--- src/kps_pkg.sv ---
// Shared constants, register codes and control types for the polled key scanner.
`default_nettype none
package kps_pkg;

    localparam int MAX_KEYS      = 32;
    localparam int INTERVAL_BITS = 16;
    localparam int KEY_IDX_W     = $clog2(MAX_KEYS);
    localparam int KEY_CNT_W     = 6;
    localparam int CFG_DATA_W    = 32;

    localparam logic [KEY_CNT_W-1:0]     COUNT_LIMIT     = 6'd63;
    localparam logic [KEY_CNT_W-1:0]     RST_KEY_COUNT   = 6'd32;
    localparam logic [MAX_KEYS-1:0]      RST_POLARITY    = '1;
    localparam logic [INTERVAL_BITS-1:0] RST_POLL_IVL    = 16'd20;
    localparam logic [INTERVAL_BITS-1:0] RST_DEBOUNCE    = 16'd40;

    // configuration register indexes
    typedef enum logic [1:0] {
        CFG_KEY_COUNT     = 2'd0,
        CFG_POLARITY_MASK = 2'd1,
        CFG_POLL_IVL      = 2'd2,
        CFG_DEBOUNCE_IVL  = 2'd3
    } cfg_reg_t;

    // controller to datapath
    typedef struct packed {
        logic tick_only;   // decrement the wait counter
        logic start_poll;  // capture levels and build change set
        logic emit;        // load one event into the output register
        logic finish;      // reload the wait counter
    } kps_cmd_t;

    // datapath to controller
    typedef struct packed {
        logic poll_due;    // wait counter reaches zero on this tick
        logic pending;     // changed keys remain to be reported
        logic slot_free;   // output register can take an event
    } kps_status_t;

    // mask of keys that are scanned for a given key count
    function automatic logic [MAX_KEYS-1:0] active_mask(input logic [KEY_CNT_W-1:0] kc);
        logic [KEY_CNT_W:0]  n;
        logic [MAX_KEYS-1:0] m;
        n = {1'b0, kc};
        if (kc == '0 || n > (KEY_CNT_W+1)'(MAX_KEYS))
        begin
            n = (KEY_CNT_W+1)'(MAX_KEYS);
        end
        for (int i = 0; i < MAX_KEYS; i++)
        begin
            m[i] = ((KEY_CNT_W+1)'(i) < n);
        end
        return m;
    endfunction

endpackage
`default_nettype wire

--- src/kps_in_if.sv ---
// Input channel: one beat per tick with the raw key pin levels.
`default_nettype none
interface kps_in_if;
    logic                          valid;
    logic                          ready;
    logic [kps_pkg::MAX_KEYS-1:0]  key_levels;

    modport source (output valid, output key_levels, input ready);
    modport sink   (input valid, input key_levels, output ready);
endinterface
`default_nettype wire

--- src/kps_out_if.sv ---
// Output channel: one beat per key state change.
`default_nettype none
interface kps_out_if;
    logic                          valid;
    logic                          ready;
    logic [kps_pkg::KEY_IDX_W-1:0] key_index;
    logic                          key_pressed;
    logic                          last_event;

    modport source (output valid, output key_index, output key_pressed,
                    output last_event, input ready);
    modport sink   (input valid, input key_index, input key_pressed,
                    input last_event, output ready);
endinterface
`default_nettype wire

--- src/kps_cfg_if.sv ---
// Configuration write channel: register index and write data.
`default_nettype none
interface kps_cfg_if;
    logic                           valid;
    logic                           ready;
    logic [1:0]                     index;
    logic [kps_pkg::CFG_DATA_W-1:0] data;

    modport source (output valid, output index, output data, input ready);
    modport sink   (input valid, input index, input data, output ready);
endinterface
`default_nettype wire

--- src/kps_ctrl.sv ---
// Scanner controller: sequences tick handling, change scan and counter reload.
`default_nettype none
module kps_ctrl
(
    input  wire logic                 clk,
    input  wire logic                 rst_n,
    input  wire logic                 in_valid,
    output logic                      in_ready,
    input  wire kps_pkg::kps_status_t status,
    output kps_pkg::kps_cmd_t         cmd
);
    import kps_pkg::*;

    typedef enum logic {
        ST_IDLE,
        ST_SCAN
    } state_t;

    state_t state_reg;
    state_t state_next;

    // next state and commands
    always_comb
    begin
        state_next = state_reg;
        cmd        = '0;
        unique case (state_reg)
            ST_IDLE:
            begin
                if (in_valid)
                begin
                    if (status.poll_due)
                    begin
                        cmd.start_poll = 1'b1;
                        state_next     = ST_SCAN;
                    end
                    else
                    begin
                        cmd.tick_only = 1'b1;
                    end
                end
            end
            ST_SCAN:
            begin
                if (!status.pending)
                begin
                    cmd.finish = 1'b1;
                    state_next = ST_IDLE;
                end
                else if (status.slot_free)
                begin
                    cmd.emit = 1'b1;
                end
            end
            default:
            begin
                state_next = ST_IDLE;
            end
        endcase
    end

    assign in_ready = (state_reg == ST_IDLE);

    always_ff @(posedge clk or negedge rst_n)
    begin
        if (!rst_n)
        begin
            state_reg <= ST_IDLE;
        end
        else
        begin
            state_reg <= state_next;
        end
    end

endmodule
`default_nettype wire

--- src/kps_dp.sv ---
// Scanner datapath: config registers, key map, counters and event output register.
`default_nettype none
module kps_dp
(
    input  wire logic                             clk,
    input  wire logic                             rst_n,
    input  wire kps_pkg::kps_cmd_t                cmd,
    output kps_pkg::kps_status_t                  status,
    input  wire logic [kps_pkg::MAX_KEYS-1:0]     key_levels,
    input  wire logic                             cfg_we,
    input  wire logic [1:0]                       cfg_index,
    input  wire logic [kps_pkg::CFG_DATA_W-1:0]   cfg_data,
    output logic                                  out_valid,
    input  wire logic                             out_ready,
    output logic [kps_pkg::KEY_IDX_W-1:0]         key_index,
    output logic                                  key_pressed,
    output logic                                  last_event
);
    import kps_pkg::*;

    logic [KEY_CNT_W-1:0]     key_count_reg;
    logic [MAX_KEYS-1:0]      polarity_reg;
    logic [INTERVAL_BITS-1:0] poll_ivl_reg;
    logic [INTERVAL_BITS-1:0] debounce_reg;

    logic [MAX_KEYS-1:0]      map_reg;
    logic [KEY_CNT_W-1:0]     count_reg;
    logic [INTERVAL_BITS-1:0] wait_reg;
    logic [MAX_KEYS-1:0]      press_reg;
    logic [MAX_KEYS-1:0]      change_reg;

    logic                     out_valid_reg;
    logic [KEY_IDX_W-1:0]     out_index_reg;
    logic                     out_pressed_reg;
    logic                     out_last_reg;

    logic [MAX_KEYS-1:0]      pressed_now;
    logic [MAX_KEYS-1:0]      low_bit;
    logic [MAX_KEYS-1:0]      change_rest;
    logic [KEY_IDX_W-1:0]     low_idx;
    logic                     low_pressed;

    // pressed state per key for the current beat
    assign pressed_now = key_levels ^ polarity_reg;

    // lowest changed key still to report
    assign low_bit     = change_reg & (~change_reg + MAX_KEYS'(1));
    assign change_rest = change_reg & ~low_bit;
    assign low_pressed = |(press_reg & low_bit);

    always_comb
    begin
        low_idx = '0;
        for (int i = MAX_KEYS - 1; i >= 0; i--)
        begin
            if (change_reg[i])
            begin
                low_idx = KEY_IDX_W'(i);
            end
        end
    end

    // status to controller
    assign status.poll_due  = (wait_reg <= INTERVAL_BITS'(1));
    assign status.pending   = |change_reg;
    assign status.slot_free = !out_valid_reg || out_ready;

    // configuration registers
    always_ff @(posedge clk or negedge rst_n)
    begin
        if (!rst_n)
        begin
            key_count_reg <= RST_KEY_COUNT;
            polarity_reg  <= RST_POLARITY;
            poll_ivl_reg  <= RST_POLL_IVL;
            debounce_reg  <= RST_DEBOUNCE;
        end
        else if (cfg_we)
        begin
            unique case (cfg_reg_t'(cfg_index))
                CFG_KEY_COUNT:     key_count_reg <= cfg_data[KEY_CNT_W-1:0];
                CFG_POLARITY_MASK: polarity_reg  <= cfg_data[MAX_KEYS-1:0];
                CFG_POLL_IVL:      poll_ivl_reg  <= cfg_data[INTERVAL_BITS-1:0];
                CFG_DEBOUNCE_IVL:  debounce_reg  <= cfg_data[INTERVAL_BITS-1:0];
                default:           ;
            endcase
        end
    end

    // wait counter, key map, pressed count and change set
    always_ff @(posedge clk or negedge rst_n)
    begin
        if (!rst_n)
        begin
            wait_reg   <= '0;
            map_reg    <= '0;
            count_reg  <= '0;
            change_reg <= '0;
            press_reg  <= '0;
        end
        else
        begin
            if (cmd.tick_only)
            begin
                wait_reg <= wait_reg - INTERVAL_BITS'(1);
            end
            if (cmd.start_poll)
            begin
                wait_reg   <= '0;
                press_reg  <= pressed_now;
                change_reg <= (pressed_now ^ map_reg) & active_mask(key_count_reg);
            end
            if (cmd.emit)
            begin
                change_reg <= change_rest;
                if (low_pressed)
                begin
                    map_reg <= map_reg | low_bit;
                    if (count_reg != COUNT_LIMIT)
                    begin
                        count_reg <= count_reg + KEY_CNT_W'(1);
                    end
                end
                else
                begin
                    map_reg <= map_reg & ~low_bit;
                    if (count_reg != '0)
                    begin
                        count_reg <= count_reg - KEY_CNT_W'(1);
                    end
                end
            end
            if (cmd.finish)
            begin
                wait_reg <= (count_reg != '0) ? debounce_reg : poll_ivl_reg;
            end
        end
    end

    // event output register
    always_ff @(posedge clk or negedge rst_n)
    begin
        if (!rst_n)
        begin
            out_valid_reg <= 1'b0;
        end
        else if (cmd.emit)
        begin
            out_valid_reg <= 1'b1;
        end
        else if (out_ready)
        begin
            out_valid_reg <= 1'b0;
        end
    end

    always_ff @(posedge clk)
    begin
        if (cmd.emit)
        begin
            out_index_reg   <= low_idx;
            out_pressed_reg <= low_pressed;
            out_last_reg    <= (change_rest == '0);
        end
    end

    assign out_valid   = out_valid_reg;
    assign key_index   = out_index_reg;
    assign key_pressed = out_pressed_reg;
    assign last_event  = out_last_reg;

endmodule
`default_nettype wire

--- src/gpio_key_poll_scanner_unit.sv ---
// Top level of the polled key scanner: controller, datapath and channel wiring.
//
// Each beat on keys is one time tick with the raw levels of up to 32 key pins.
// A tick that does not poll only decrements the wait counter. A polling tick
// reports each changed key, one beat per cycle on events in ascending key
// index with last_event on the final change; the single event output register
// sets that pace, and a stalled events channel stretches it. keys accepts the
// next tick only after the scan of the current one is done. Configuration
// writes are taken every cycle and belong between polls.
`default_nettype none
module gpio_key_poll_scanner_unit
(
    input  wire logic  clk,
    input  wire logic  rst_n,
    kps_in_if.sink     keys,
    kps_out_if.source  events,
    kps_cfg_if.sink    cfg
);
    import kps_pkg::*;

    kps_cmd_t    cmd;
    kps_status_t status;
    logic        in_ready;

    assign keys.ready = in_ready;
    assign cfg.ready  = 1'b1;

    kps_ctrl u_ctrl
    (
        .clk      (clk),
        .rst_n    (rst_n),
        .in_valid (keys.valid),
        .in_ready (in_ready),
        .status   (status),
        .cmd      (cmd)
    );

    kps_dp u_dp
    (
        .clk         (clk),
        .rst_n       (rst_n),
        .cmd         (cmd),
        .status      (status),
        .key_levels  (keys.key_levels),
        .cfg_we      (cfg.valid),
        .cfg_index   (cfg.index),
        .cfg_data    (cfg.data),
        .out_valid   (events.valid),
        .out_ready   (events.ready),
        .key_index   (events.key_index),
        .key_pressed (events.key_pressed),
        .last_event  (events.last_event)
    );

endmodule
`default_nettype wire
--- src/flat_wrapper.sv ---
// flat-port wrapper written by rule: the top's interface ports become plain ports
module gpio_key_poll_scanner_unit_flat import kps_pkg::*;
  (clk, rst_n, keys_valid, keys_key_levels, keys_ready, events_valid, events_key_index, events_key_pressed, events_last_event, events_ready, cfg_valid, cfg_index, cfg_data, cfg_ready);
  kps_in_if keys_i ();
  kps_out_if events_i ();
  kps_cfg_if cfg_i ();
  input  wire logic clk;
  input  wire logic rst_n;
  input wire logic [$bits(keys_i.valid)-1:0] keys_valid;
  input wire logic [$bits(keys_i.key_levels)-1:0] keys_key_levels;
  output wire logic [$bits(keys_i.ready)-1:0] keys_ready;
  output wire logic [$bits(events_i.valid)-1:0] events_valid;
  output wire logic [$bits(events_i.key_index)-1:0] events_key_index;
  output wire logic [$bits(events_i.key_pressed)-1:0] events_key_pressed;
  output wire logic [$bits(events_i.last_event)-1:0] events_last_event;
  input wire logic [$bits(events_i.ready)-1:0] events_ready;
  input wire logic [$bits(cfg_i.valid)-1:0] cfg_valid;
  input wire logic [$bits(cfg_i.index)-1:0] cfg_index;
  input wire logic [$bits(cfg_i.data)-1:0] cfg_data;
  output wire logic [$bits(cfg_i.ready)-1:0] cfg_ready;
  assign keys_i.valid = keys_valid;
  assign keys_i.key_levels = keys_key_levels;
  assign keys_ready = keys_i.ready;
  assign events_valid = events_i.valid;
  assign events_key_index = events_i.key_index;
  assign events_key_pressed = events_i.key_pressed;
  assign events_last_event = events_i.last_event;
  assign events_i.ready = events_ready;
  assign cfg_i.valid = cfg_valid;
  assign cfg_i.index = cfg_index;
  assign cfg_i.data = cfg_data;
  assign cfg_ready = cfg_i.ready;
  gpio_key_poll_scanner_unit u_core (.clk(clk), .rst_n(rst_n), .keys(keys_i), .events(events_i), .cfg(cfg_i));
endmodule
--- config.mk ---
export PLATFORM = sky130hd
export DESIGN_NAME = gpio_key_poll_scanner_unit_flat
export DESIGN_NICKNAME = d
export VERILOG_FILES = /design/src/kps_pkg.sv /design/src/kps_in_if.sv /design/src/kps_out_if.sv /design/src/kps_cfg_if.sv /design/src/kps_ctrl.sv /design/src/kps_dp.sv /design/src/gpio_key_poll_scanner_unit.sv /design/src/flat_wrapper.sv
export SDC_FILE = /design/constraint.sdc
export NUM_CORES = 1
export LEC_CHECK = 0
export ABC_AREA = 1
export ABC_CLOCK_PERIOD_IN_PS = 6750
export BUFFER_PORTS_ARGS = -buffer_cell sky130_fd_sc_hd__buf_2
export CORE_ASPECT_RATIO = 0.7
export CORE_MARGIN = 2
export CORE_UTILIZATION = 65
export CTS_BUF_LIST = sky130_fd_sc_hd__clkbuf_2
export DETAILED_ROUTE_END_ITERATION = 10
export GPL_ROUTABILITY_DRIVEN = 0
export GPL_TIMING_DRIVEN = 0
export PLACE_DENSITY = 0.85
export SYNTH_ARGS = -nofsm -noshare
export SYNTH_HDL_FRONTEND = slang
export SYNTH_SLANG_ARGS = --single-unit
export TNS_END_PERCENT = 5
--- constraint.sdc ---
create_clock -name clk -period 6.75 [get_ports clk]
set_clock_uncertainty 0.05 [all_clocks]
set_input_delay 0.3375 -clock clk [delete_from_list [all_inputs] [get_ports clk]]
set_output_delay 0.3375 -clock clk [all_outputs]
set_load 0.1 [all_outputs]
==> summary.txt <==
Critical path class -> flop to flop
Critical Path, Cell by Cell -> clkbuf_1 -> nor2_2 -> nand2_1 -> inv_1 -> nand3_4 -> nor2_4 -> nand2_1 -> o22ai_1 -> a221oi_1 -> nand4_1 -> nor2_1 -> nand2_4 -> inv_4 -> buf_2 -> ha_1 -> a21oi_1 -> nand2_1 -> nand2_1 -> nand2_1 -> a21oi_1 -> xor2_1 -> nand2_1 -> nand2_1
Vias in the first global route -> 8954
HPWL after DPL -> 21.23 mm
Layout cells sized above 1 -> 0.1674
Failing checks -> design-rule violations, negative hold slack
Synth Area in XOR/XNOR -> 0.06562
Clock Sink Count -> 197
I/O pin count -> 81
Later-pin clock latency in the skew report -> 0.82 ns
CP arrival -> 5.14 ns
Clk pin slew, worst setup/hold paths -> 0.28 ns
Post-synth cell types -> 55
Antenna violations before repair -> 0
Mux contribution to synthesized area -> 0.03468
Antenna Cells -> 0
Crit share post-route -> 0.6523
Top achievable clock speed -> 227.1 MHz
Leakage -> 5.385 nW
H-tree depth -> 4
Detailed Route WL -> 30.00 mm
Antenna viol nets, final -> 0
Die ar. -> 17030 um2
Clock buffer count from CTS -> 17
Die width -> 155.1 um
Nets -> 1457
# port buffers -> 79
Crit path largest cell delay -> 0.40 ns
WP data required -> 7.48 ns
Startpoint types -> flop
Status -> finished, violations left
FP Rows -> 38
Maximum VDD drop -> 0.1388 mV
Cell mode on critical path -> nand2_1
DR pass1 iterations -> 11
Post-Syn Nets -> 1285
Worst reg2reg startpoint -> u_core.u_dp.change_reg[12]$_DFFE_PN0P_
Global-route usage over all layers -> 0.3671
CTS root buffer -> clkbuf_2
Worst Path Max Fanout -> 14
Final Non-Filler Cells -> 1592
Initial Utilization -> 0.6684
Largest cells by area after synthesis -> dfrtp_1 (37%), nand2_1 (9.8%), dfstp_2 (9.4%)
Residual DRC -> 1
Fraction of the mapped netlist area in adder cells -> 0.009151
Slew Limit Headroom -> 0.07490
Seq cells post-synth -> 197
CTS tree -> yes
Compound-gate portion of the synthesized area -> 0.1322
Seq/Total Area, Yosys -> 0.4822
Worst hold path class -> input port to async pin
Synthesized area -> 10390 um2
Placeable core area -> 15550 um2
Number of synthesized flops with an enable pin -> 7
Post-Synth Simple-Gate Area -> 0.2114
First-pass GRT wire length -> 47.19 mm
Post-synth top flop -> dfrtp_1
CP max-delay cell -> dfrtp_1
Setup TNS -> 0 ns
Max-cap viol count -> 0
Async set-reset flop share out of synthesis -> 0.9645
Dpl cells -> 1487
CP startpoint -> u_core.u_dp.change_reg[12]$_DFFE_PN0P_
Synth Instances -> 1207
Avg Vias per Cell -> 6.074
Count leader, synth -> nand2_1
Count of final setup violators -> 0
Final hold vios -> 2
Yosys top cell by area -> dfrtp_1
Hold WS -> -0.001083 ns
CTS max path bufs -> 2
Crit path capture type -> flop
Slew at the pin closest to its max-slew limit -> 1.373 ns
Crit path time final -> 4.403 ns
Mean routed wirelength per cell -> 18.85 um
Commonest cells post-synth -> nand2_1 (271), dfrtp_1 (153), o21ai_0 (127), inv_1 (116), nor2_1 (91)
Yosys top cell area share -> 0.3685
Largest family of logic cells by synthesized area -> simple AND/OR/NAND/NOR gates
Initial DRC Count -> 1606
Grt total ovfl -> 0
Fin. max-slew vios -> 0
RSZ-0062 raised after global routing -> false
Die Ht -> 109.8 um
Area Overhead vs Synth -> 15.73%
Largest net degree at the start of global routing -> 107
Synthesized area per cell -> 8.609 um2
CTS resizes -> 0
Power Density -> 211.7 nW/um2
Vias -> 9670
Ys Warns -> 0
## worst paths after layout
| path | cells after the start | slack [ns] | endpoint |
|---|---|---|---|
| setup / recovery | 23 | 2.35 | u_core.u_dp.count_reg[5]$_DFFE_PN0P_ |
| min in group clk | 3 | 0.20 | u_core.u_dp.out_valid$_DFFE_PN0P_ |
| hold / removal | 2 | -0.001 | async pin |
| hold reg to reg | 2 | 0.47 | u_core.u_dp.polarity_reg[14]$_DFFE_PN1P_ |
| max in group asynchronous | 3 | 5.71 | async pin |
| setup reg to reg | 23 | 2.35 | u_core.u_dp.count_reg[5]$_DFFE_PN0P_ |
## worst max-delay path, delay by kind of cell, from the launching register on
kind	cells	cell delay [ns]
simple gates	13	1.59
flops	1	0.40
fa+ha+maj	1	0.34
compound gates	4	0.80
buf+inv	4	1.01
xor+xnor	1	0.16
## cell usage in the layout (no fill, tap or decap), drive strengths merged, types with 3 or more instances in the layout
master | synthesis | routed
clkbuf | 29 | 49
and3 | 3 | 3
edfxtp | 7 | 7
xnor2 | 66 | 66
xor2 | 11 | 11
nand2 | 274 | 274
dfstp | 37 | 37
ha | 6 | 6
o221ai | 12 | 12
o211ai | 12 | 12
o21ai | 140 | 140
nor3 | 18 | 18
nand4 | 17 | 17
nand3 | 62 | 62
dlygate4sd3 | 0 | 73
a31oi | 4 | 4
clkinvlp | 0 | 4
inv | 128 | 133
dfrtp | 153 | 153
a21oi | 27 | 27
buf | 11 | 91
a221oi | 17 | 17
nor4 | 9 | 9
o2111ai | 3 | 3
nor2 | 105 | 105
clkinv | 2 | 4
mux2 | 32 | 32
## report_power, final
group / switching, mW / internal (mW) / total [mW]
Combinational: 0.350 / 0.219 / 0.568
Sequential: 0.0898 / 1.32 / 1.41
Clock: 0.424 / 0.145 / 0.568
Total: 0.863 / 1.68 / 2.55
## layout make-up
cell class                 instances  area, um2
clock inverter                    12      120.1
buffer                            40      172.7
tap                              200      250.2
fill                            1046       3522
multi-input combinational        840       4712
timing repair buffer             153       1164
inverter                         130      495.5
clock buffer                      20      100.1
sequential                       197       5011
## timing repair
item,in CTS,in global routing
hold buffers,73,0
setup buffers,0,0
hold endpoints to repair,241,0
## routing by layer
metal	up-vias	wire [um]	share of wire	global-route usage
li1	4368	-	-	-
met1	4546	12180	0.41	0.5185
met2	665	12540	0.42	0.5273
met3	89	4520	0.15	0.1443
met4	2	756	0.025	0.1085
met5	-	9	0.00030	0
## per-stage QoR
| stage | hold slack [ns] | setup slack, ns | area, um2 | utilization | power, mW |
|---|---|---|---|---|---|
| global route | 0.04759 | 2.038 | 12030 | 0.7735 | 2.644 |
| finish | -0.001083 | 2.347 | 12030 | 0.7735 | 2.545 |
| global placement | 0.4101 | 2.223 | 11040 | 0.7099 | 1.909 |
| floorplan | -0.008091 | 3.387 | 10390 | - | 1.745 |
| CTS | 0.02358 | 2.529 | 12030 | 0.7735 | 2.509 |
| detailed placement | 0.3250 | 2.605 | 11070 | 0.7123 | 1.930 |
## cells by family after synthesis
group | count (synthesis)
fa+ha+maj | 7
flops | 197
buf+inv | 170
xor+xnor | 77
other cells | 1
mux | 32
simple gates | 493
compound gates | 230
No activity file was read; power rests on OpenSTA's default activity.
